--- src/rtl/fwess_pkg.sv ---
// Shared types, opcodes and the direction table of the four-wheel speed sync block.
package fwess_pkg;

  localparam int NUM_WHEELS = 4;

  localparam logic [2:0] OP_ENCODER      = 3'd0;
  localparam logic [2:0] OP_SYNC         = 3'd1;
  localparam logic [2:0] OP_MOVE         = 3'd2;
  localparam logic [2:0] OP_STOP         = 3'd3;
  localparam logic [2:0] OP_RESET_COUNTS = 3'd4;

  localparam logic [2:0] DIR_FWD  = 3'd0;
  localparam logic [2:0] DIR_BACK = 3'd1;
  localparam logic [2:0] DIR_LEFT = 3'd2;
  localparam logic [2:0] DIR_RIGHT = 3'd3;
  localparam logic [2:0] DIR_CW   = 3'd4;
  localparam logic [2:0] DIR_CCW  = 3'd5;

  localparam logic [15:0] SYNC_DELAY_RESET = 16'd100;

  typedef struct packed {
    logic [2:0]  opcode;
    logic [1:0]  wheel;
    logic        level_a;
    logic        level_b;
    logic [31:0] time_us;
    logic [31:0] time_ms;
    logic [2:0]  direction;
    logic [7:0]  duty;
  } item_t;

  typedef struct packed {
    logic ld_sum;
    logic ld_out;
  } pipe_ctrl_t;

  // Drive pattern per direction; bit 2k is forward and bit 2k+1 backward for wheel k.
  function automatic logic [7:0] dir_pattern(input logic [2:0] dir);
    logic [7:0] bits;
    case (dir)
      DIR_FWD:   bits = 8'h55;
      DIR_BACK:  bits = 8'hAA;
      DIR_LEFT:  bits = 8'h96;
      DIR_RIGHT: bits = 8'h69;
      DIR_CW:    bits = 8'h99;
      DIR_CCW:   bits = 8'h66;
      default:   bits = 8'h00;
    endcase
    return bits;
  endfunction

  function automatic logic dir_known(input logic [2:0] dir);
    logic ok;
    case (dir)
      DIR_FWD, DIR_BACK, DIR_LEFT, DIR_RIGHT, DIR_CW, DIR_CCW: ok = 1'b1;
      default: ok = 1'b0;
    endcase
    return ok;
  endfunction

endpackage

--- src/rtl/fwess_core.sv ---
// Wheel state and its update: encoder counting, move, stop, count reset and duty trimming.
module fwess_core #(
  parameter int COUNT_WIDTH = 32,
  parameter int DUTY_MAX = 255,
  localparam int DutyW = ($clog2(DUTY_MAX + 1) > 8) ? $clog2(DUTY_MAX + 1) : 8
) (
  input  logic                                               clk_i,
  input  logic                                               rst_ni,
  input  logic                                               cfg_we_i,
  input  logic [15:0]                                        cfg_wdata_i,
  input  logic                                               upd_en_i,
  input  fwess_pkg::item_t                                   item_i,
  output logic [fwess_pkg::NUM_WHEELS-1:0][COUNT_WIDTH-1:0] counts_o,
  output logic [fwess_pkg::NUM_WHEELS-1:0][DutyW-1:0]       duties_o,
  output logic [fwess_pkg::NUM_WHEELS-1:0][31:0]            periods_o,
  output logic [7:0]                                         drive_o
);
  import fwess_pkg::*;

  localparam logic [DutyW-1:0] DutyMaxV = DutyW'(DUTY_MAX);

  logic [NUM_WHEELS-1:0][COUNT_WIDTH-1:0] counts_q, counts_d;
  logic [NUM_WHEELS-1:0]                  last_a_q, last_a_d;
  logic [NUM_WHEELS-1:0][31:0]            last_time_q, last_time_d;
  logic [NUM_WHEELS-1:0][31:0]            periods_q, periods_d;
  logic [NUM_WHEELS-1:0][DutyW-1:0]       duties_q, duties_d;
  logic [7:0]                             drive_q, drive_d;
  logic [31:0]                            move_start_q, move_start_d;
  logic [15:0]                            sync_delay_q;

  logic [31:0] elapsed;
  logic        sync_due;

  // One trim step toward the front-left interval, saturated to the duty range.
  function automatic logic [DutyW-1:0] trim_duty(input logic [DutyW-1:0] d,
                                                 input logic [31:0] p,
                                                 input logic [31:0] ref_period);
    logic [DutyW-1:0] t;
    if (p > ref_period) begin
      t = (d < DutyMaxV) ? d + DutyW'(1) : DutyMaxV;
    end else if (p < ref_period) begin
      t = (d != '0) ? d - DutyW'(1) : d;
      t = (t > DutyMaxV) ? DutyMaxV : t;
    end else begin
      t = (d > DutyMaxV) ? DutyMaxV : d;
    end
    return t;
  endfunction

  assign elapsed  = item_i.time_ms - move_start_q;
  assign sync_due = elapsed > {16'd0, sync_delay_q};

  always_comb begin
    counts_d     = counts_q;
    last_a_d     = last_a_q;
    last_time_d  = last_time_q;
    periods_d    = periods_q;
    duties_d     = duties_q;
    drive_d      = drive_q;
    move_start_d = move_start_q;
    if (upd_en_i) begin
      case (item_i.opcode)
        OP_ENCODER: begin
          periods_d[item_i.wheel]   = item_i.time_us - last_time_q[item_i.wheel];
          last_time_d[item_i.wheel] = item_i.time_us;
          last_a_d[item_i.wheel]    = item_i.level_a;
          // x2 decoding: only a change on channel A moves the count.
          if (item_i.level_a != last_a_q[item_i.wheel]) begin
            if (item_i.level_a != item_i.level_b) begin
              counts_d[item_i.wheel] = counts_q[item_i.wheel] + COUNT_WIDTH'(1);
            end else begin
              counts_d[item_i.wheel] = counts_q[item_i.wheel] - COUNT_WIDTH'(1);
            end
          end
        end
        OP_SYNC: begin
          if (sync_due) begin
            for (int i = 1; i < NUM_WHEELS; i++) begin
              duties_d[i] = trim_duty(duties_q[i], periods_q[i], periods_q[0]);
            end
          end
        end
        OP_MOVE: begin
          if (dir_known(item_i.direction)) begin
            drive_d = dir_pattern(item_i.direction);
          end
          for (int i = 0; i < NUM_WHEELS; i++) begin
            duties_d[i] = DutyW'(item_i.duty);
          end
          move_start_d = item_i.time_ms;
        end
        OP_STOP: begin
          drive_d  = '0;
          duties_d = '0;
        end
        OP_RESET_COUNTS: begin
          counts_d = '0;
        end
        default: begin
        end
      endcase
    end
  end

  always_ff @(posedge clk_i or negedge rst_ni) begin
    if (!rst_ni) begin
      counts_q     <= '0;
      last_a_q     <= '0;
      last_time_q  <= '0;
      periods_q    <= '0;
      duties_q     <= '0;
      drive_q      <= '0;
      move_start_q <= '0;
      sync_delay_q <= SYNC_DELAY_RESET;
    end else begin
      counts_q     <= counts_d;
      last_a_q     <= last_a_d;
      last_time_q  <= last_time_d;
      periods_q    <= periods_d;
      duties_q     <= duties_d;
      drive_q      <= drive_d;
      move_start_q <= move_start_d;
      if (cfg_we_i) begin
        sync_delay_q <= cfg_wdata_i;
      end
    end
  end

  assign counts_o  = counts_q;
  assign duties_o  = duties_q;
  assign periods_o = periods_q;
  assign drive_o   = drive_q;

endmodule

--- src/rtl/fwess_avg.sv ---
// Two-stage averaging of the four wheel counts: pair sums, then total and divide by four.
module fwess_avg #(
  parameter int COUNT_WIDTH = 32
) (
  input  logic                                               clk_i,
  input  fwess_pkg::pipe_ctrl_t                              ctrl_i,
  input  logic [fwess_pkg::NUM_WHEELS-1:0][COUNT_WIDTH-1:0] counts_i,
  output logic [31:0]                                        avg_o,
  output logic [31:0]                                        abs_avg_o
);
  import fwess_pkg::*;

  localparam int PairW = COUNT_WIDTH + 1;
  localparam int TotW  = COUNT_WIDTH + 2;
  localparam int ExtW  = (TotW > 32) ? TotW : 32;

  logic [NUM_WHEELS-1:0][COUNT_WIDTH-1:0] mag;
  logic signed [PairW-1:0] sum_lo_d, sum_hi_d, sum_lo_q, sum_hi_q;
  logic [PairW-1:0]        abs_lo_d, abs_hi_d, abs_lo_q, abs_hi_q;
  logic signed [TotW-1:0]  total, floor_q4;
  logic [TotW-1:0]         quot, abs_total;
  logic                    round_up;
  logic signed [ExtW-1:0]  avg_ext;
  logic [ExtW-1:0]         abs_ext;
  logic [31:0]             avg_q, abs_q;

  always_comb begin
    for (int i = 0; i < NUM_WHEELS; i++) begin
      // The most negative count maps to its exact magnitude as an unsigned value.
      mag[i] = counts_i[i][COUNT_WIDTH-1] ? (~counts_i[i] + COUNT_WIDTH'(1)) : counts_i[i];
    end
    sum_lo_d = PairW'($signed(counts_i[0])) + PairW'($signed(counts_i[1]));
    sum_hi_d = PairW'($signed(counts_i[2])) + PairW'($signed(counts_i[3]));
    abs_lo_d = PairW'(mag[0]) + PairW'(mag[1]);
    abs_hi_d = PairW'(mag[2]) + PairW'(mag[3]);
  end

  always_comb begin
    total     = TotW'(sum_lo_q) + TotW'(sum_hi_q);
    floor_q4  = total >>> 2;
    // Arithmetic shift rounds down; a negative total with a remainder steps back toward zero.
    round_up  = total[TotW-1] && (total[1:0] != 2'b00);
    quot      = TotW'(floor_q4) + TotW'(round_up);
    avg_ext   = ExtW'($signed(quot));
    abs_total = TotW'(abs_lo_q) + TotW'(abs_hi_q);
    abs_ext   = ExtW'(abs_total >> 2);
  end

  always_ff @(posedge clk_i) begin
    if (ctrl_i.ld_sum) begin
      sum_lo_q <= sum_lo_d;
      sum_hi_q <= sum_hi_d;
      abs_lo_q <= abs_lo_d;
      abs_hi_q <= abs_hi_d;
    end
    if (ctrl_i.ld_out) begin
      avg_q <= avg_ext[31:0];
      abs_q <= abs_ext[31:0];
    end
  end

  assign avg_o     = avg_q;
  assign abs_avg_o = abs_q;

endmodule

--- src/rtl/four_wheel_encoder_speed_sync.sv ---
// Top level of the four-wheel encoder counter and speed sync block.
//
//  Channel   Signals                          Width  Direction  Contents
//  input     s_axis_tvalid/tready/tdata       88     in         one command or encoder event
//  result    m_axis_tvalid/tready/tdata       168    out        duties, drive bits, counts
//  config    cfg_we_i/cfg_wdata_i             16     in         sync_delay_ms
//
// One transaction is accepted per cycle unless the pipeline is full and the result is stalled;
// it then passes the stages in turn: the input register, the state update, the pair sums and
// the output register. Each stage holds its contents when the next one is full and held, so a
// stalled result only blocks input once all four stages are occupied.
// Reset clears all wheel state and sets the sync delay to 100 ms; no clearing pass is needed.
module four_wheel_encoder_speed_sync #(
  parameter int COUNT_WIDTH = 32,
  parameter int DUTY_MAX = 255
) (
  input  logic         clk_i,
  input  logic         rst_ni,
  input  logic         s_axis_tvalid,
  output logic         s_axis_tready,
  // opcode[2:0], wheel[4:3], level_a[5], level_b[6], time_us[38:7], time_ms[70:39],
  // direction[73:71], duty[81:74], zero fill[87:82]
  input  logic [87:0]  s_axis_tdata,
  output logic         m_axis_tvalid,
  input  logic         m_axis_tready,
  // duty_front_left[7:0], duty_front_right[15:8], duty_back_left[23:16],
  // duty_back_right[31:24], drive_bits[39:32], wheel_count[71:40],
  // wheel_period[103:72], average_count[135:104], average_abs_count[167:136]
  output logic [167:0] m_axis_tdata,
  input  logic         cfg_we_i,
  input  logic [15:0]  cfg_wdata_i
);
  import fwess_pkg::*;

  localparam int DutyW = ($clog2(DUTY_MAX + 1) > 8) ? $clog2(DUTY_MAX + 1) : 8;
  localparam int ExtW  = (COUNT_WIDTH > 32) ? COUNT_WIDTH : 32;

  logic a_v_q, b_v_q, c_v_q, d_v_q;
  logic rdy_a, rdy_b, rdy_c, rdy_d;
  logic upd_en;

  item_t item_d, item_q;
  logic [1:0] wheel_b_q;

  logic [NUM_WHEELS-1:0][COUNT_WIDTH-1:0] counts;
  logic [NUM_WHEELS-1:0][DutyW-1:0]       duties;
  logic [NUM_WHEELS-1:0][31:0]            periods;
  logic [7:0]                             drive;

  logic signed [ExtW-1:0] wcount_ext;
  logic [NUM_WHEELS-1:0][7:0] duty_c_q, duty_d_q;
  logic [7:0]  drive_c_q, drive_d_q;
  logic [31:0] wcount_c_q, wcount_d_q;
  logic [31:0] period_c_q, period_d_q;
  logic [31:0] avg, abs_avg;
  pipe_ctrl_t  avg_ctrl;

  assign rdy_d = !d_v_q || m_axis_tready;
  assign rdy_c = !c_v_q || rdy_d;
  assign rdy_b = !b_v_q || rdy_c;
  assign rdy_a = !a_v_q || rdy_b;

  assign s_axis_tready = rdy_a;
  assign m_axis_tvalid = d_v_q;

  // The wheel state changes only when the item moves into the update stage, so the state
  // stays equal to that stage's snapshot for as long as it is held there.
  assign upd_en = a_v_q && rdy_b;

  always_comb begin
    item_d.opcode    = s_axis_tdata[2:0];
    item_d.wheel     = s_axis_tdata[4:3];
    item_d.level_a   = s_axis_tdata[5];
    item_d.level_b   = s_axis_tdata[6];
    item_d.time_us   = s_axis_tdata[38:7];
    item_d.time_ms   = s_axis_tdata[70:39];
    item_d.direction = s_axis_tdata[73:71];
    item_d.duty      = s_axis_tdata[81:74];
  end

  always_ff @(posedge clk_i or negedge rst_ni) begin
    if (!rst_ni) begin
      a_v_q <= 1'b0;
      b_v_q <= 1'b0;
      c_v_q <= 1'b0;
      d_v_q <= 1'b0;
    end else begin
      if (rdy_a) begin
        a_v_q <= s_axis_tvalid;
      end
      if (rdy_b) begin
        b_v_q <= a_v_q;
      end
      if (rdy_c) begin
        c_v_q <= b_v_q;
      end
      if (rdy_d) begin
        d_v_q <= c_v_q;
      end
    end
  end

  fwess_core #(
    .COUNT_WIDTH(COUNT_WIDTH),
    .DUTY_MAX   (DUTY_MAX)
  ) u_core (
    .clk_i      (clk_i),
    .rst_ni     (rst_ni),
    .cfg_we_i   (cfg_we_i),
    .cfg_wdata_i(cfg_wdata_i),
    .upd_en_i   (upd_en),
    .item_i     (item_q),
    .counts_o   (counts),
    .duties_o   (duties),
    .periods_o  (periods),
    .drive_o    (drive)
  );

  assign wcount_ext = ExtW'($signed(counts[wheel_b_q]));

  always_ff @(posedge clk_i) begin
    if (rdy_a) begin
      item_q <= item_d;
    end
    if (rdy_b) begin
      wheel_b_q <= item_q.wheel;
    end
    if (rdy_c) begin
      for (int i = 0; i < NUM_WHEELS; i++) begin
        duty_c_q[i] <= duties[i][7:0];
      end
      drive_c_q  <= drive;
      wcount_c_q <= wcount_ext[31:0];
      period_c_q <= periods[wheel_b_q];
    end
    if (rdy_d) begin
      duty_d_q   <= duty_c_q;
      drive_d_q  <= drive_c_q;
      wcount_d_q <= wcount_c_q;
      period_d_q <= period_c_q;
    end
  end

  assign avg_ctrl.ld_sum = rdy_c;
  assign avg_ctrl.ld_out = rdy_d;

  fwess_avg #(
    .COUNT_WIDTH(COUNT_WIDTH)
  ) u_avg (
    .clk_i    (clk_i),
    .ctrl_i   (avg_ctrl),
    .counts_i (counts),
    .avg_o    (avg),
    .abs_avg_o(abs_avg)
  );

  assign m_axis_tdata[7:0]     = duty_d_q[0];
  assign m_axis_tdata[15:8]    = duty_d_q[1];
  assign m_axis_tdata[23:16]   = duty_d_q[2];
  assign m_axis_tdata[31:24]   = duty_d_q[3];
  assign m_axis_tdata[39:32]   = drive_d_q;
  assign m_axis_tdata[71:40]   = wcount_d_q;
  assign m_axis_tdata[103:72]  = period_d_q;
  assign m_axis_tdata[135:104] = avg;
  assign m_axis_tdata[167:136] = abs_avg;

  // Input may only stall when every stage holds a transaction.
  assert_full_when_stalled: assert property (@(posedge clk_i) disable iff (!rst_ni)
    !s_axis_tready |-> (a_v_q && b_v_q && c_v_q && d_v_q))
    else $error("input stalled with a free pipeline stage");

  // Transactions in flight change only by those accepted and delivered.
  assert_occupancy: assert property (@(posedge clk_i) disable iff (!rst_ni)
    1'b1 |=> ($countones({a_v_q, b_v_q, c_v_q, d_v_q}) ==
              $past($countones({a_v_q, b_v_q, c_v_q, d_v_q}))
              + $past(int'(s_axis_tvalid && s_axis_tready))
              - $past(int'(m_axis_tvalid && m_axis_tready))))
    else $error("transaction lost or duplicated in the pipeline");

  assert_move_duty: assert property (@(posedge clk_i) disable iff (!rst_ni)
    (upd_en && item_q.opcode == OP_MOVE) |=>
      (duties[0] == DutyW'($past(item_q.duty)) && duties[3] == DutyW'($past(item_q.duty))))
    else $error("move did not load the duties");

  assert_stop_clears: assert property (@(posedge clk_i) disable iff (!rst_ni)
    (upd_en && item_q.opcode == OP_STOP) |=> (drive == 8'h00 && duties == '0))
    else $error("stop did not clear drive bits and duties");

  assert_reset_counts: assert property (@(posedge clk_i) disable iff (!rst_ni)
    (upd_en && item_q.opcode == OP_RESET_COUNTS) |=> (counts == '0))
    else $error("count reset left a nonzero count");

endmodule

--- config.mk ---
export PLATFORM = sky130hd
export DESIGN_NAME = four_wheel_encoder_speed_sync
export DESIGN_NICKNAME = d
export VERILOG_FILES = /design/src/rtl/fwess_pkg.sv /design/src/rtl/fwess_core.sv /design/src/rtl/fwess_avg.sv /design/src/rtl/four_wheel_encoder_speed_sync.sv
export SDC_FILE = /design/constraint.sdc
export NUM_CORES = 2
export LEC_CHECK = 0
export ABC_CLOCK_PERIOD_IN_PS = 8000
export BUFFER_PORTS_ARGS = -buffer_cell sky130_fd_sc_hd__buf_2
export CORE_MARGIN = 2
export CORE_UTILIZATION = 40
export DETAILED_ROUTE_END_ITERATION = 8
export PLACE_DENSITY_LB_ADDON = 0.15
export SETUP_SLACK_MARGIN = 0.1
export SLEW_MARGIN = 20
export SYNTH_ARGS = -nofsm -noshare
export SYNTH_HDL_FRONTEND = slang
export SYNTH_SLANG_ARGS = --single-unit
export TNS_END_PERCENT = 1
--- constraint.sdc ---
create_clock -name clk_i -period 8 [get_ports clk_i]
set_clock_uncertainty 0.2 [all_clocks]
set_input_delay 0.8 -clock clk_i [delete_from_list [all_inputs] [get_ports clk_i]]
set_output_delay 0.8 -clock clk_i [all_outputs]
set_load 0.02 [all_outputs]
==> impl_results.md <==
- Status: complete, no violations
- Die Ht: 376 um
- Syn Inst Count: 5,066
- Critical Path RT: 8.40 ns
- GPL Wtd Cong: 0.878
- Area Overhead vs Synth: 14.0%
- Grt ovf: 0
- Clk slew on worst S/H paths: 0.06 ns
- CP max stage cell: nand4_1
- Tmin final: between 6 and 7 ns
- Ys Warns: 0
- Number of remaining DRC errors: 0
- First drt pass iteration count: 6
- Critical path's top delay family: simple AND/OR/NAND/NOR gates
- Hold Path End: a_v_q
- WP buf/inv: 1
- WL/cell: 21.1 um
- Worst Path Max Fanout: 8
- I/O Pins: 279
- Crit path from: u_core.move_start_q[1]
- WL final: 153 mm
- Leakage: 28.0 nW
- Complex-gate fraction of the synthesized area: 0.130
- HP Start: s_axis_tvalid
- Synth Area in Adders: 0.0883
- Placed Cells incl. Taps: 7,002
- Slew Viols, Final: 0
- Max IR drop VDD: 0.199 mV
- Critical path type: register to register
- Switching Share: 0.407
- Most common cell after layout, fill and taps aside: nand2_1
- Hold_buf cts: 53
- Setup tns final: 0 ns
- Worst Max-Slew Pin Slew: 1.06 ns
- Worst Setup Slack, final: 1.42 ns
- Synth Area in Simple Gates: 0.133
- Clock Tree Buf Depth: 3
- Antenna violations before repair: 7
- Clk root buf: clkbuf_16
- Hold crit path type: input port to register
- Global-route wire length before repair: 237 mm
- Via density: 5.48
- Top_reg_cell synth: edfxtp_1
- Filler instances: 12,800
- RR Startpoint: u_core.move_start_q[1]
- DR vias: approximately 40,000
- Layout cell share with drive strength beyond 1: 0.145
- Core area: 137,000 um2
- Place WS: around 1.4 ns
- Critical path launch point type: register
- Tot Pwr: approximately 27 mW
- Comb pwr share: 0.465
- Int Pwr: about 16 mW
- CTS Sinks: 966
- DIE WIDTH: 376 um
- Non-filler cells, final: 7,268
- Hpwl dp: between 100 and 150 mm
- Setup violators final: 0
- Hold path depth: 2
- Worst R2R End: u_core.duties_o[21]
- Die area: 141,000 um2
- NumNets Final: 5,869
- Most frequent cells in the layout: 814 x nand2_1, 486 x edfxtp_1, 477 x dfrtp_1
- Power per cell area: 427 nW/um2
- Post-Synthesis Cell Area: 55,300 um2
- Setup Fix Bufs, Post-CTS: 0
- Unique masters post-synth: 97
- Seq/Total Area, Yosys: 0.481
- Number of cells on the critical path: 22
- Num CTS Buffers: 111
- Critical path endpoint category: register
- R2r setup slk: 1.42 ns
- CP peak stage delay: 0.64 ns
- Synth Area in XOR/XNOR: 0.0641
- FF+latch count, synth: around 970
- Syn_area_per_cell: 10.9 um2
- Worst R2R Path Depth: 22
- RSZ-0062 raised after global routing: false
- Port Buffers: 272
- Synthesized net count: 5,561
- Relative slew slack: 0.284
- All-Layer GR Usage: 0.216
- Site Rows: 136
- H-tree levels: 3
- CTS tree: built
- Switching power: 11.0 mW
- Critical Path, Cell by Cell: inv_1 -> ha_1 -> nor2b_1 -> o31a_1 -> or2_2 -> or3_1 -> a31oi_1 -> o21ai_0 -> xnor2_1 -> ha_1 -> a21o_1 -> a221o_1 -> a221oi_1 -> nand2_1 -> o31a_1 -> a211o_1 -> nor4_1 -> nand4_1 -> nor4b_1 -> nand4_1 -> nand3_1 -> mux2_2
- EDFF count, synth: approximately 500
- Largest net degree at the start of global routing: 174
- Clk network pwr share: 0.198
- Initial Util: 0.402
- Min Hold Slack: 0.0545 ns
- Final period util: 0.822
- Vias in the first global route: 39,800
- Post-CTS sizing: 0
- Detail Route Antenna Nets: 0
- Largest family of logic cells by synthesized area: simple AND/OR/NAND/NOR gates
- Fmax: 152 MHz
- # Max-Cap Violations: 0
- Mux contribution to synthesized area: 0.0760
- Critical path arrival: 6.98 ns
- Flop pwr share: 0.338
- Clk Latency, worst-skew pair: around 0.76 ns
- Iteration-0 DRC count of the detailed router: 2,826
- Final Hold Viols: 0
- FFs w/ async S/R, synth: 0.497
## synthesized netlist by cell type, types with 19 or more instances
cell type,n,share of area
nand2b_1,49,0.0055
or4_1,25,0.0034
dfrtp_1,477,0.22
a22o_1,114,0.018
o21ai_0,235,0.021
clkbuf_1,150,0.010
a21oi_1,243,0.022
nand3_1,56,0.0051
a21o_1,124,0.017
nor3_1,81,0.0073
nor2_1,247,0.017
ha_1,379,0.086
o21a_1,61,0.0083
o31ai_1,46,0.0062
inv_1,213,0.014
xnor2_1,307,0.049
a31oi_1,42,0.0048
nor4_1,25,0.0028
or3_1,55,0.0062
xor2_1,88,0.014
mux2_2,101,0.021
o21bai_1,28,0.0038
and2_1,28,0.0032
nand2_1,819,0.056
a211oi_1,27,0.0037
mux4_2,125,0.051
nand4_1,52,0.0059
and3_1,37,0.0042
edfxtp_1,486,0.26
nor2b_1,54,0.0061
buf_1,19,0.0013
## logic make-up (layout without fill, tap and decap cells)
kind of cell,Yosys count,after routing
buffers and inverters,390,797
other,0,1
adders and majority gates,386,386
muxes,244,244
and+or+nand+nor,1597,1597
AOI/OAI and AO/OA,1083,1083
xor gates and xnor gates,400,400
DFF,966,966
## registers in the layout (all words and copies together), names as in the netlist, 2 cells and up
name / flops
u_avg.avg_o: 32
wcount_d_q: 32
u_avg.abs_lo_q: 33
duty_c_q: 32
u_core.sync_delay_q: 16
m_axis_tdata: 32
period_c_q: 32
u_avg.abs_avg_o: 32
u_core.duties_o: 32
u_avg.sum_lo_q: 32
u_core.last_a_q: 4
u_core.move_start_q: 32
drive_d_q: 8
u_avg.sum_hi_q: 32
wcount_c_q: 32
period_d_q: 32
u_core.last_time_q: 128
u_avg.abs_hi_q: 33
u_core.counts_o: 128
u_core.drive_o: 8
drive_c_q: 8
item_q: 82
wheel_b_q: 2
u_core.periods_o: 128
## stage by stage
step	cell area, um2	utilization
final	63000	0.459
after global routing	63000	0.459
after CTS	63000	0.459
after detailed placement	58700	0.427
after global placement	58700	0.427
after floorplan	55300	-
## layout make-up
cell class	instances	area (um2)	area share
repair buffers	372	2280	0.0362
diodes	1	2.50	0.0000397
well taps	1794	2240	0.0356
clock buffers	138	2950	0.0468
flip-flops and latches	966	26600	0.422
inverters	213	807	0.0128
multi-input cells	3710	27200	0.432
clock inverters	74	892	0.0142
## worst register-to-register path, stage by stage (launching register included)
cell and delay, ns:
dfrtp_1 0.38, inv_1 0.06, ha_1 0.26, nor2b_1 0.14, o31a_1 0.27, or2_2 0.30
or3_1 0.34, a31oi_1 0.26, o21ai_0 0.15, xnor2_1 0.14, ha_1 0.29, a21o_1 0.16
a221o_1 0.31, a221oi_1 0.36, nand2_1 0.09, o31a_1 0.11, a211o_1 0.32, nor4_1 0.20
nand4_1 0.14, nor4b_1 0.27, nand4_1 0.64, nand3_1 0.66, mux2_2 0.39
## power by group through the flow
stage | combinational (mW) | sequential [mW] | clock [mW]
floorplan | 8.97 | 8.93 | 0
detailed placement | 12.4 | 9.17 | 0
finish | 12.5 | 9.10 | 5.32
global route | 14.0 | 9.33 | 5.67
CTS | 12.6 | 9.09 | 5.47
global placement | 12.4 | 9.13 | 0
## how the worst max path moves through the flow
stage | endpoint
floorplan | drive_c_q[0]
global placement | u_core.duties_o[17]
detailed placement | u_core.duties_o[16]
CTS | u_core.duties_o[21]
global route | u_core.duties_o[21]
finish | u_core.duties_o[21]
## per-layer routing
metal,global-route usage,vias to the layer above,part of all wire
met5,0,-,0
met3,0.0270,195,0.046
met2,0.364,902,0.48
met4,0.0568,0,0.021
met1,0.294,19600,0.45
li1,-,19100,-
Power figures use the tool's default switching activity.
